[src/rtl/wuf_pkg.sv]
// ----------------------------------------------------------------------------
// Weighted union-find package
// Shared payload types, command and status bundles and fixed field widths.
// ----------------------------------------------------------------------------
package wuf_pkg;

	// Node indexes on the request and result fields, and stored parent links.
	localparam int NODE_W = 10;
	// Set sizes held at each root.
	localparam int SIZE_W = 11;

	typedef enum logic {
		OP_UNION = 1'b0,
		OP_QUERY = 1'b1
	} wuf_op_t;

	typedef struct packed {
		wuf_op_t           op;
		logic [NODE_W-1:0] node_first;
		logic [NODE_W-1:0] node_second;
	} wuf_req_t;

	typedef struct packed {
		logic              same_set;
		logic [NODE_W-1:0] root_first;
		logic [NODE_W-1:0] root_second;
	} wuf_rsp_t;

	// Commands from the controller to the datapath.
	typedef struct packed {
		logic idle;     // ready for a new request
		logic load;     // capture the request, start the first walk
		logic issue;    // read the parent of the current node
		logic advance;  // step up to the parent just read and read its parent
		logic take_a;   // current node is the first root, start the second walk
		logic take_b;   // current node is the second root
		logic size_a;   // read the size of the first root
		logic size_b;   // hold the first size, read the size of the second root
		logic link;     // attach the smaller root and write the summed size
		logic emit;     // load the result register
		logic clear;    // write one entry of the reset pattern
	} wuf_cmd_t;

	// Status from the datapath to the controller.
	typedef struct packed {
		logic cur_oor;     // current node lies outside the store
		logic at_root;     // the parent just read ends the walk
		logic roots_link;  // union of two distinct in-range roots
		logic clear_last;  // clearing pass is on its last entry
		logic out_free;    // result register can take a new result
	} wuf_status_t;

endpackage

[src/rtl/wuf_controller.sv]
// ----------------------------------------------------------------------------
// Weighted union-find controller
// Sequences clearing, the two root walks, linking and result hand-off.
// ----------------------------------------------------------------------------
module wuf_controller import wuf_pkg::*; (
	input  logic        clk,
	input  logic        arst_n,
	input  logic        req_valid,
	input  wuf_status_t status,
	output wuf_cmd_t    cmd
);

	typedef enum logic [9:0] {
		S_CLEAR   = 10'b00_0000_0001,
		S_IDLE    = 10'b00_0000_0010,
		S_ISSUE_A = 10'b00_0000_0100,
		S_CHECK_A = 10'b00_0000_1000,
		S_ISSUE_B = 10'b00_0001_0000,
		S_CHECK_B = 10'b00_0010_0000,
		S_DECIDE  = 10'b00_0100_0000,
		S_SIZE_A  = 10'b00_1000_0000,
		S_SIZE_B  = 10'b01_0000_0000,
		S_LINK    = 10'b10_0000_0000
	} wuf_state_t;

	wuf_state_t state_q;
	wuf_state_t state_d;
	logic       done_q;
	logic       done_d;

	always_comb begin
		state_d = state_q;
		done_d  = done_q;
		cmd     = '0;
		unique case (state_q)
			S_CLEAR: begin
				cmd.clear = 1'b1;
				if (status.clear_last) begin
					state_d = S_IDLE;
				end
			end
			S_IDLE: begin
				// The finished result is handed to the result register here,
				// which leaves the store free for the next request.
				if (done_q) begin
					if (status.out_free) begin
						cmd.emit = 1'b1;
						done_d   = 1'b0;
					end
				end else begin
					cmd.idle = 1'b1;
					if (req_valid) begin
						cmd.load = 1'b1;
						state_d  = S_ISSUE_A;
					end
				end
			end
			S_ISSUE_A: begin
				if (status.cur_oor) begin
					cmd.take_a = 1'b1;
					state_d    = S_ISSUE_B;
				end else begin
					cmd.issue = 1'b1;
					state_d   = S_CHECK_A;
				end
			end
			S_CHECK_A: begin
				if (status.at_root) begin
					cmd.take_a = 1'b1;
					state_d    = S_ISSUE_B;
				end else begin
					cmd.advance = 1'b1;
				end
			end
			S_ISSUE_B: begin
				if (status.cur_oor) begin
					cmd.take_b = 1'b1;
					state_d    = S_DECIDE;
				end else begin
					cmd.issue = 1'b1;
					state_d   = S_CHECK_B;
				end
			end
			S_CHECK_B: begin
				if (status.at_root) begin
					cmd.take_b = 1'b1;
					state_d    = S_DECIDE;
				end else begin
					cmd.advance = 1'b1;
				end
			end
			S_DECIDE: begin
				done_d = 1'b1;
				if (status.roots_link) begin
					state_d = S_SIZE_A;
				end else begin
					state_d = S_IDLE;
				end
			end
			S_SIZE_A: begin
				cmd.size_a = 1'b1;
				state_d    = S_SIZE_B;
			end
			S_SIZE_B: begin
				cmd.size_b = 1'b1;
				state_d    = S_LINK;
			end
			S_LINK: begin
				cmd.link = 1'b1;
				state_d  = S_IDLE;
			end
			default: begin
				state_d = S_CLEAR;
			end
		endcase
	end

	always_ff @(posedge clk or negedge arst_n) begin
		if (!arst_n) begin
			state_q <= S_CLEAR;
			done_q  <= 1'b0;
		end else begin
			state_q <= state_d;
			done_q  <= done_d;
		end
	end

	a_cmd_exclusive: assert property (@(posedge clk) disable iff (!arst_n)
		$onehot0({cmd.load, cmd.issue, cmd.advance, cmd.take_a, cmd.take_b,
			cmd.size_a, cmd.size_b, cmd.link, cmd.emit, cmd.clear}))
		else $error("more than one datapath command at once");

	a_busy_after_load: assert property (@(posedge clk) disable iff (!arst_n)
		cmd.load |=> !cmd.idle)
		else $error("controller ready again right after taking a request");

	a_no_clear_when_busy: assert property (@(posedge clk) disable iff (!arst_n)
		cmd.idle |=> !cmd.clear)
		else $error("clearing pass restarted after reaching idle");

endmodule

[config.mk]
export PLATFORM = sky130hd
export DESIGN_NAME = wuf_controller
export DESIGN_NICKNAME = d
export VERILOG_FILES = /design/src/rtl/wuf_pkg.sv /design/src/rtl/wuf_controller.sv
export SDC_FILE = /design/constraint.sdc
export NUM_CORES = 1
export LEC_CHECK = 0
export BUFFER_PORTS_ARGS = -buffer_cell sky130_fd_sc_hd__buf_4
export CAP_MARGIN = 20
export CORE_MARGIN = 3
export CORE_UTILIZATION = 28
export DETAILED_ROUTE_END_ITERATION = 16
export GPL_TIMING_DRIVEN = 0
export MAX_ROUTING_LAYER = met4
export PLACE_DENSITY = 0.55
export REMOVE_ABC_BUFFERS = 1
export SYNTH_ARGS = -nofsm -noshare
export SYNTH_HDL_FRONTEND = slang
export SYNTH_SLANG_ARGS = --single-unit
[constraint.sdc]
create_clock -name clk -period 2.6 [get_ports clk]
set_clock_uncertainty 0.15 [all_clocks]
set_input_delay 0.52 -clock clk [delete_from_list [all_inputs] [get_ports clk]]
set_output_delay 0.52 -clock clk [all_outputs]
set_load 0.02 [all_outputs]
==> impl_metrics.tcl, run 1 <==
set metrics [dict create \
    synth.distinct_cells 31 \
    cp_max_fo 4 \
    synth_top_family_by_area "simple AND/OR/NAND/NOR gates" \
    cp.required_ns 1.93 \
    yosys.area.top_type "dfrtp_1" \
    grt_pass1_wl_mm 3.23 \
    cts-buffers-inserted 3 \
    port_buffers 18 \
    crit_type "reg2out" \
    grt_overflow 0 \
    outcome "finished with violations" \
    worst_path_max_delay_cell "or4_4" \
    synth_edf_count 0 \
    ctsLongestPathBuffers 2 \
    final_layout_size_suffix_gt1_share_pct 46.7 \
    violations "setup timing" \
    async_flop_share_pct 100 \
    start_util_pct 30.3 \
    ys_top_cells_by_area "dfrtp_1, nor2b_1, a22oi_1" \
    fmax_mhz 373 \
    gp_congestion 0.839 \
    synthSimpleGateAreaFrac_pct 37.8 \
    row_count 18 \
    timing.hold.ws_ns 0.380 \
    register_area_um2 284 \
    maxCapViolations 0 \
    worst-slew-pin-transition_ns 0.397 \
    synth_top_area_share_pct 32.2 \
    yosysWarnings 0 \
    timing.critical_path.buf_inv 1 \
    area_growth_syn_to_layout_pct 48.6 \
    power.total_uw 800 \
    cellPowerDensity_nw_per_um2 692 \
    maxSlewViolCount 0 \
    grt_start_max_net_pins 12 \
    fin_crit_ns 2.68 \
    clock_latency_ns 0.27 \
    die_w_um 58.7 \
    ys.flop_type "dfrtp_1" \
    path_clk_slew_ns 0.07 \
    fin_crit_sh_pct 103 \
    synth.area.mux_share_pct 0 \
    synth_fa_ha_area_share_pct 0 \
    netlist_area_um2 778 \
    worst_slack_ns -0.0817 \
    vdd_drop_max_v 0.000332 \
    fillers 266 \
    die_area_um2 3450 \
    place_hpwl_mm 1.38 \
    drt-pass1-iter-count 3 \
    wirelength_mm 2.18 \
    diodes 0 \
    multi_input_area_um2 536 \
    path_cells "or4_4 -> or4_4 -> nor2_2 -> buf_4" \
    syn_avg_cell_area_um2 8.55 \
    crit_top_cell "or4_4" \
    ios 19 \
    num_vias 807 \
    root_buffer "clkbuf_4" \
    die_h_um 58.7 \
    clock-sinks 11 \
    rsz0062_at_grt "true" \
    coreArea_um2 2570 \
    yosysSeqAreaShare_pct 35.5 \
    num-nets-final 131 \
    ant_nets 0 \
    final.setup.tns_ns -0.0817 \
    startpoint_type "flop" \
    synth-seq-cells 11 \
    hold_viol 0 \
    drc 0 \
    cts_tree "yes" \
    drt-initial-drc-count 18 \
    hold_class "in2reg" \
    grt_pass1_vias 761 \
    via_per_inst 5.31 \
    synth_common_cells "dfrtp_1, nor2_1, nor2b_1" \
    setup-violations-final 1 \
    grtUsageTotal_pct 12.5 \
    relSlewSlack_pct 73.3 \
    critPathMaxStageDelay_ns 0.58 \
    synthXorXnorAreaFrac_pct 3.38 \
    synthCells 91 \
    htree_levels 1 \
    critPathTopFamily "simple AND/OR/NAND/NOR gates" \
    p_leak_nw 0.509 \
    synth_compound_area_share_pct 17.0 \
    antenna_found_initial 0 \
    cp_data_arrival_time_ns 2.01 \
    wl_per_cell_um 14.3 \
    worst_setup_path_end_kind "output pin" \
]
[worst paths after layout]
check | startpoint | end | slack (ns) | cells past startpoint
worst min register to register | done_q | done_q | 0.41 | 1
worst max-delay path | state_q[2] | cmd[10] | -0.08 | 4
max in group asynchronous | arst_n | state_q[0] | 1.60 | 2
worst max register to register | state_q[2] | state_q[1] | 0.59 | 5
min in group asynchronous | arst_n | done_q | 0.47 | 2
worst min-delay path | status[2] | state_q[7] | 0.38 | 2
[logic make-up after synthesis]
group / after synthesis
flip-flops: 11
buffers and inverters: 9
AND/OR/NAND/NOR: 50
AO/OA/AOI/OAI: 18
XOR/XNOR: 3
[metal layers]
layer | vias up | global-route usage [%] | wire length, um
met5 | - | - | 0
met4 | 0 | 1.62 | 23
met3 | 4 | 4.82 | 122
met2 | 20 | 20.0 | 1040
met1 | 385 | 15.3 | 990
li1 | 398 | - | -
[cell usage in the layout, fill, tap and decap left out, types with 2 or more instances in the layout]
master     n
buf_4     27
nor2_1     8
nor2b_1    8
dfrtp_2    6
nand2_1    5
a22oi_1    5
o21ai_0    5
inv_1      4
dfrtp_1    4
buf_6      4
or3_4      3
nor4_1     3
or4_4      3
nor3_1     3
clkbuf_4   3
nor4b_1    2
nand2b_1   2
nor4_4     2
and2_1     2
xor2_1     2
[final cells by class]
| type | instances | area share (%) |
|---|---|---|
| clock buffer | 4 | 2.27 |
| sequential | 11 | 24.6 |
| timing repair buffer | 32 | 22.3 |
| tap | 30 | 3.25 |
| multi-input combinational | 71 | 46.3 |
| inverter | 4 | 1.30 |
[power by group]
part / total (mW) / switching [mW] / internal, mW / leakage [nW]
Clock: 0.117 / 0.0575 / 0.0593 / 0.0150
Combinational: 0.446 / 0.223 / 0.223 / 0.355
Sequential: 0.237 / 0.0365 / 0.201 / 0.139
Total: 0.800 / 0.317 / 0.483 / 0.509
[state kept, by name, summed over array words and instances, names as in the netlist]
name,cells
done_q,1
state_q,10
[through the flow]
step                worst slack [ns]  cells  cell area (um^2)  utilization (%)
finish                       -0.0817    152              1160             45.0
global placement             -0.0148    134               917             35.7
global route                  -0.123    152              1160             45.0
CTS                          -0.0557    151              1080             42.0
detailed placement           -0.0135    134               917             35.7
floorplan                     0.0670     86               744                -
[timing repair]
action / CTS / global route
hold buffers: 1 / 0
pin swaps: 3 / 7
setup buffers: 12 / 1
endpoints found under the hold margin: 10 / 0
setup endpoints to repair: 7 / 9
resized for setup: 10 / 16
(Power assumes the default switching activity.)
==> run 2: changes to the inputs <==
--- a/config.mk
+++ b/config.mk
@@ -13,7 +13,7 @@
 export GPL_TIMING_DRIVEN = 0
 export MAX_ROUTING_LAYER = met4
 export PLACE_DENSITY = 0.55
-export REMOVE_ABC_BUFFERS = 1
+export SLEW_MARGIN = 20
 export SYNTH_ARGS = -nofsm -noshare
 export SYNTH_HDL_FRONTEND = slang
 export SYNTH_SLANG_ARGS = --single-unit
==> run 2 against run 1 <==
The run still ends with setup timing left; first-iteration DRC count grew to 2.8 times the previous value; worst hold slack lost 0.010 ns; routed wire length shrank 2.1%; sequential cell count is the same; cell count grew 2.0%; die area is the same; critical endpoint unchanged; cell area grew 3.8%; non-clock buffer count grew 3; maximum frequency grew 0.41%; critical path type unchanged.
==> impl_metrics.tcl, run 2 (synthesized netlist as in run 1, its figures left out) <==
set metrics [dict create \
    clock_latency_ns 0.27 \
    place_hpwl_mm 1.51 \
    grt_pass1_wl_mm 3.62 \
    die_w_um 58.7 \
    die_area_um2 3450 \
    drc 0 \
    grt_overflow 0 \
    area_growth_syn_to_layout_pct 54.2 \
    p_leak_nw 0.539 \
    path_cells "or4_4 -> or4_4 -> nor2_4 -> buf_6" \
    p_sw_uw 323 \
    p_seq_share_pct 29.3 \
    power.share.clock_pct 14.6 \
    top_register "state_q" \
    final.setup.tns_ns -0.103 \
    diodes 0 \
    p_int_uw 493 \
    crit_type "reg2out" \
    fin_crit_ns 2.67 \
    grt_pass1_vias 767 \
    critPathTopFamily "simple AND/OR/NAND/NOR gates" \
    design_area_um2 1200 \
    htree_levels 1 \
    fillers 270 \
    worst_path_max_delay_cell "or4_4" \
    crit_top_cell "or4_4" \
    critPathMaxStageDelay_ns 0.56 \
    ios 19 \
    hold_class "in2reg" \
    maxCapViolations 0 \
    rsz0062_at_grt "true" \
    worst_setup_path_end_kind "output pin" \
    via_per_inst 5.33 \
    grtUsageTotal_pct 14.1 \
    largest_reg_flops 10 \
    fmax_mhz 374 \
    syn-num-nets 99 \
    p_sw_share_pct 39.6 \
    grt_start_max_net_pins 12 \
    coreArea_um2 2570 \
    final_layout_size_suffix_gt1_share_pct 47.2 \
    timing.hold.ws_ns 0.370 \
    final_cell_mix "buf_4, nor2_1, nor2b_1" \
    wl_per_cell_um 13.8 \
    final_common_cell "buf_4" \
    timing.critical_path.buf_inv 1 \
    row_count 18 \
    root_buffer "clkbuf_4" \
    combPwrFrac_pct 56.2 \
    ant_nets 0 \
    r2r_setup_slack_ns 0.57 \
    cellPowerDensity_nw_per_um2 680 \
    worst-slew-pin-transition_ns 0.454 \
    path_clk_slew_ns 0.08 \
    cp_max_fo 3 \
    die_h_um 58.7 \
    ctsLongestPathBuffers 2 \
    maxSlewViolCount 0 \
    num-nets-final 134 \
    fin_crit_sh_pct 103 \
    relSlewSlack_pct 69.4 \
    cp.required_ns 1.93 \
    violations "setup timing" \
    gp_congestion 0.794 \
    clock-sinks 11 \
    start_util_pct 30.3 \
    vdd_drop_max_v 0.000371 \
    worst_slack_ns -0.0708 \
    cts-buffers-inserted 3 \
    cp_data_arrival_time_ns 2.00 \
    num_vias 826 \
    dpl_cell_area_um2 951 \
    wirelength_mm 2.13 \
    outcome "finished with violations" \
    hold_viol 0 \
    drt-pass1-iter-count 4 \
    antenna_found_initial 0 \
    drt-initial-drc-count 50 \
    cts_tree "yes" \
    place_ws_ns -0.0299 \
    setup-violations-final 3 \
    port_buffers 18 \
    largestRegisters "state_q: 10 flops, done_q: 1 flops" \
    startpoint_type "flop" \
]
run 2: layer usage:
layer / vias up / track usage [%] / wire (um)
li1: 402 / - / -
met1: 394 / 18.3 / 935
met2: 26 / 21.5 / 1050
met3: 4 / 4.17 / 123
met4: 0 / 3.88 / 22
met5: - / - / 0
run 2: metrics by stage:
stage               utilization (%)  cells  total power [mW]
floorplan                         -     91             0.474
global placement               37.0    139             0.571
detailed placement             37.0    139             0.571
CTS                            43.6    151             0.786
global route                   46.7    155             0.882
finish                         46.7    155             0.816
run 2: repair_timing:
| action | CTS | global route |
|---|---|---|
| pin swaps | 7 | 10 |
| hold buffers | 1 | 0 |
| setup buffers | 8 | 5 |
| resized for setup | 19 | 18 |
| endpoints found under the setup margin | 7 | 10 |
| endpoints found under the hold margin | 10 | 0 |
| gates cloned | 0 | 0 |
run 2: path summary, 6_finish.rpt:
path | startpoint | endpoint | cells after the start
worst max-delay path | state_q[7] | cmd[10] | 4
worst min-delay path | status[2] | state_q[7] | 2
worst max register to register | state_q[7] | state_q[1] | 5
worst min register to register | state_q[0] | state_q[0] | 2
max in group asynchronous | arst_n | state_q[0] | 2
min in group asynchronous | arst_n | done_q | 2
run 2: layout make-up:
type                    instances  area, um^2  share of cell area (%)
plain buffers                   3        31.3                    2.61
clock buffers                   3        22.5                    1.88
clock inverters                 1        5.00                   0.417
inverters                       4        15.0                    1.25
multi-input cells              71         543                    45.3
flip-flops and latches         11         280                    23.4
well taps                      30        37.5                    3.13
repair buffers                 32         265                    22.1
run 2: power groups by stage:
| stage | logic (mW) | registers, mW | clock network, mW |
|---|---|---|---|
| 6_report | 0.459 | 0.239 | 0.119 |
| 5_1_grt | 0.505 | 0.244 | 0.133 |
| 4_1_cts | 0.425 | 0.236 | 0.125 |
| 3_5_place_dp | 0.334 | 0.238 | 0 |
| 3_3_place_gp | 0.333 | 0.238 | 0 |
| 2_1_floorplan | 0.248 | 0.227 | 0 |
==> run 3: changes to the inputs <==
--- a/config.mk
+++ b/config.mk
@@ -7,12 +7,14 @@
 export LEC_CHECK = 0
 export BUFFER_PORTS_ARGS = -buffer_cell sky130_fd_sc_hd__buf_4
 export CAP_MARGIN = 20
+export CELL_PAD_IN_SITES_DETAIL_PLACEMENT = 0
+export CELL_PAD_IN_SITES_GLOBAL_PLACEMENT = 2
 export CORE_MARGIN = 3
-export CORE_UTILIZATION = 28
+export CORE_UTILIZATION = 25
 export DETAILED_ROUTE_END_ITERATION = 16
 export GPL_TIMING_DRIVEN = 0
 export MAX_ROUTING_LAYER = met4
-export PLACE_DENSITY = 0.55
+export PLACE_DENSITY = 0.74
 export SLEW_MARGIN = 20
 export SYNTH_ARGS = -nofsm -noshare
 export SYNTH_HDL_FRONTEND = slang
==> run 3 against run 2 <==
The run still ends with setup timing left; clock-buffer cell count up 1; non-clock buffer count down 4; maximum frequency grew 1.4%; cell count fell by 1.9%; global-route usage down 1.5 points; via count down 5.6%; clock power decreased by 5%; sequential cell count unchanged; die area grew 11%; sequential power is essentially flat; highest routed layer unchanged.
==> impl_metrics.tcl, run 3 (synthesized netlist as in run 1, its figures left out) <==
set metrics [dict create \
    die_area_um2 3820 \
    hold_class "in2reg" \
    clock-sinks 11 \
    dpl_cell_area_um2 952 \
    multi_input_area_um2 551 \
    drc 0 \
    worst_slack_ns -0.0346 \
    via_per_inst 5.13 \
    grtUsageTotal_pct 12.6 \
    path_cells "or4_4 -> or4_4 -> nor2_4 -> buf_6" \
    cts_tree "yes" \
    grt_overflow 0 \
    hold-path-endpoint "state_q[7]" \
    die_h_um 61.8 \
    holdPathStages 2 \
    critPathMaxStageDelay_ns 0.52 \
    worst-slew-pin-transition_ns 0.418 \
    outcome "finished with violations" \
    wl_per_cell_um 13.9 \
    fin_crit_ns 2.63 \
    clock_latency_ns 0.26 \
    drt-initial-drc-count 19 \
    timing.critical_path.buf_inv 1 \
    reg2reg_to "state_q[1]" \
    setup-violations-final 3 \
    num_vias 780 \
    maxCapViolations 0 \
    grt_pass1_wl_mm 3.47 \
    hold_viol 0 \
    root_buffer "clkbuf_4" \
    start_util_pct 27.3 \
    crit_top_cell "or4_4" \
    final.setup.tns_ns -0.0443 \
    area_growth_syn_to_layout_pct 51.3 \
    num-nets-final 130 \
    die_w_um 61.8 \
    syn-num-nets 99 \
    violations "setup timing" \
    worst_path_max_delay_cell "or4_4" \
    fmax_mhz 380 \
    cellPowerDensity_nw_per_um2 671 \
    ctsLongestPathBuffers 2 \
    port_buffers 18 \
    final_common_cell "buf_4" \
    antenna_found_initial 0 \
    design_area_um2 1180 \
    fin_crit_sh_pct 101 \
    min_from "status[2]" \
    ant_nets 0 \
    wirelength_mm 2.11 \
    place_hpwl_mm 1.48 \
    fin_util_pct 41.3 \
    r2r_setup_slack_ns 0.48 \
    cp.required_ns 1.93 \
    htree_levels 1 \
    largestRegisters "state_q: 10 flops, done_q: 1 flops" \
    final_layout_size_suffix_gt1_share_pct 43.8 \
    path_clk_slew_ns 0.06 \
    maxSlewViolCount 0 \
    p_leak_nw 0.518 \
    cts-buffers-inserted 3 \
    largest_reg_flops 10 \
    final_cell_mix "buf_4, nor2_1, nor2b_1" \
    reg2reg_depth 6 \
    rsz0062_at_grt "true" \
    worstReg2RegStart "state_q[2]" \
    grt_pass1_vias 797 \
    fillers 297 \
    worst_setup_path_end_kind "output pin" \
    startpoint_type "flop" \
    grt_start_max_net_pins 12 \
    crit_type "reg2out" \
    register_area_um2 280 \
    vdd_drop_max_v 0.000198 \
    diodes 0 \
    power.total_uw 791 \
    drt-pass1-iter-count 2 \
    relSlewSlack_pct 71.9 \
    ios 19 \
    cp_data_arrival_time_ns 1.96 \
    row_count 19 \
    top_register "state_q" \
    cp_max_fo 7 \
    gp_congestion 0.781 \
    critPathTopFamily "simple AND/OR/NAND/NOR gates" \
    coreArea_um2 2850 \
]
run 3: cell types whose count changed in the layout (fill, tap and decap cells not counted), sizes merged:
cell    change
clkinv      -1
clkbuf      +1
buf         -4
run 3: worst max-delay path by stage:
stage	startpoint	endpoint	slack [ns]	cells after the start
after global placement	state_q[6]	cmd[8]	0.006	6
after CTS	state_q[8]	cmd[10]	-0.15	5
after global routing	state_q[7]	cmd[7]	-0.11	6
after detailed placement	state_q[7]	cmd[8]	0.0003	6
final	state_q[2]	cmd[10]	-0.03	4
after floorplan	state_q[8]	cmd[10]	0.03	5
run 3: power breakdown:
group	internal [mW]	switching, mW	total [mW]	leakage (nW)
logic	0.218	0.220	0.438	0.359
clock network	0.0593	0.0536	0.113	0.0150
registers	0.201	0.0394	0.240	0.144
run 3: cell type report:
type | instances | share of cell area [%]
timing repair buffer | 28 | 19.7
tap | 31 | 3.29
sequential | 11 | 23.8
inverter | 4 | 1.28
multi-input combinational | 71 | 46.8
buffer | 3 | 2.98
clock buffer | 4 | 2.23
run 3: per-layer routing:
layer / wire length, um / vias to the layer above / global-route usage [%]
met5: 0 / - / -
met4: 29 / 0 / 5.45
met3: 97 / 5 / 2.48
met2: 989 / 18 / 19.7
met1: 993 / 357 / 15.9
li1: - / 400 / -
run 3: repair_timing:
| action | 4_1_cts | 5_1_grt |
|---|---|---|
| hold buffers | 1 | 0 |
| hold endpoints to repair | 10 | 0 |
| setup endpoints to repair | 7 | 11 |
| resized for setup | 19 | 17 |
| pin swaps | 5 | 9 |
| setup buffers | 7 | 2 |
run 3: stage by stage:
step	instances	setup WS, ns	hold slack (ns)
final	152	-0.0346	0.394
after global routing	152	-0.112	0.401
after CTS	151	-0.151	0.388
after detailed placement	140	0.000346	0.214
after global placement	140	0.00617	0.213
after floorplan	91	0.0288	0.0744
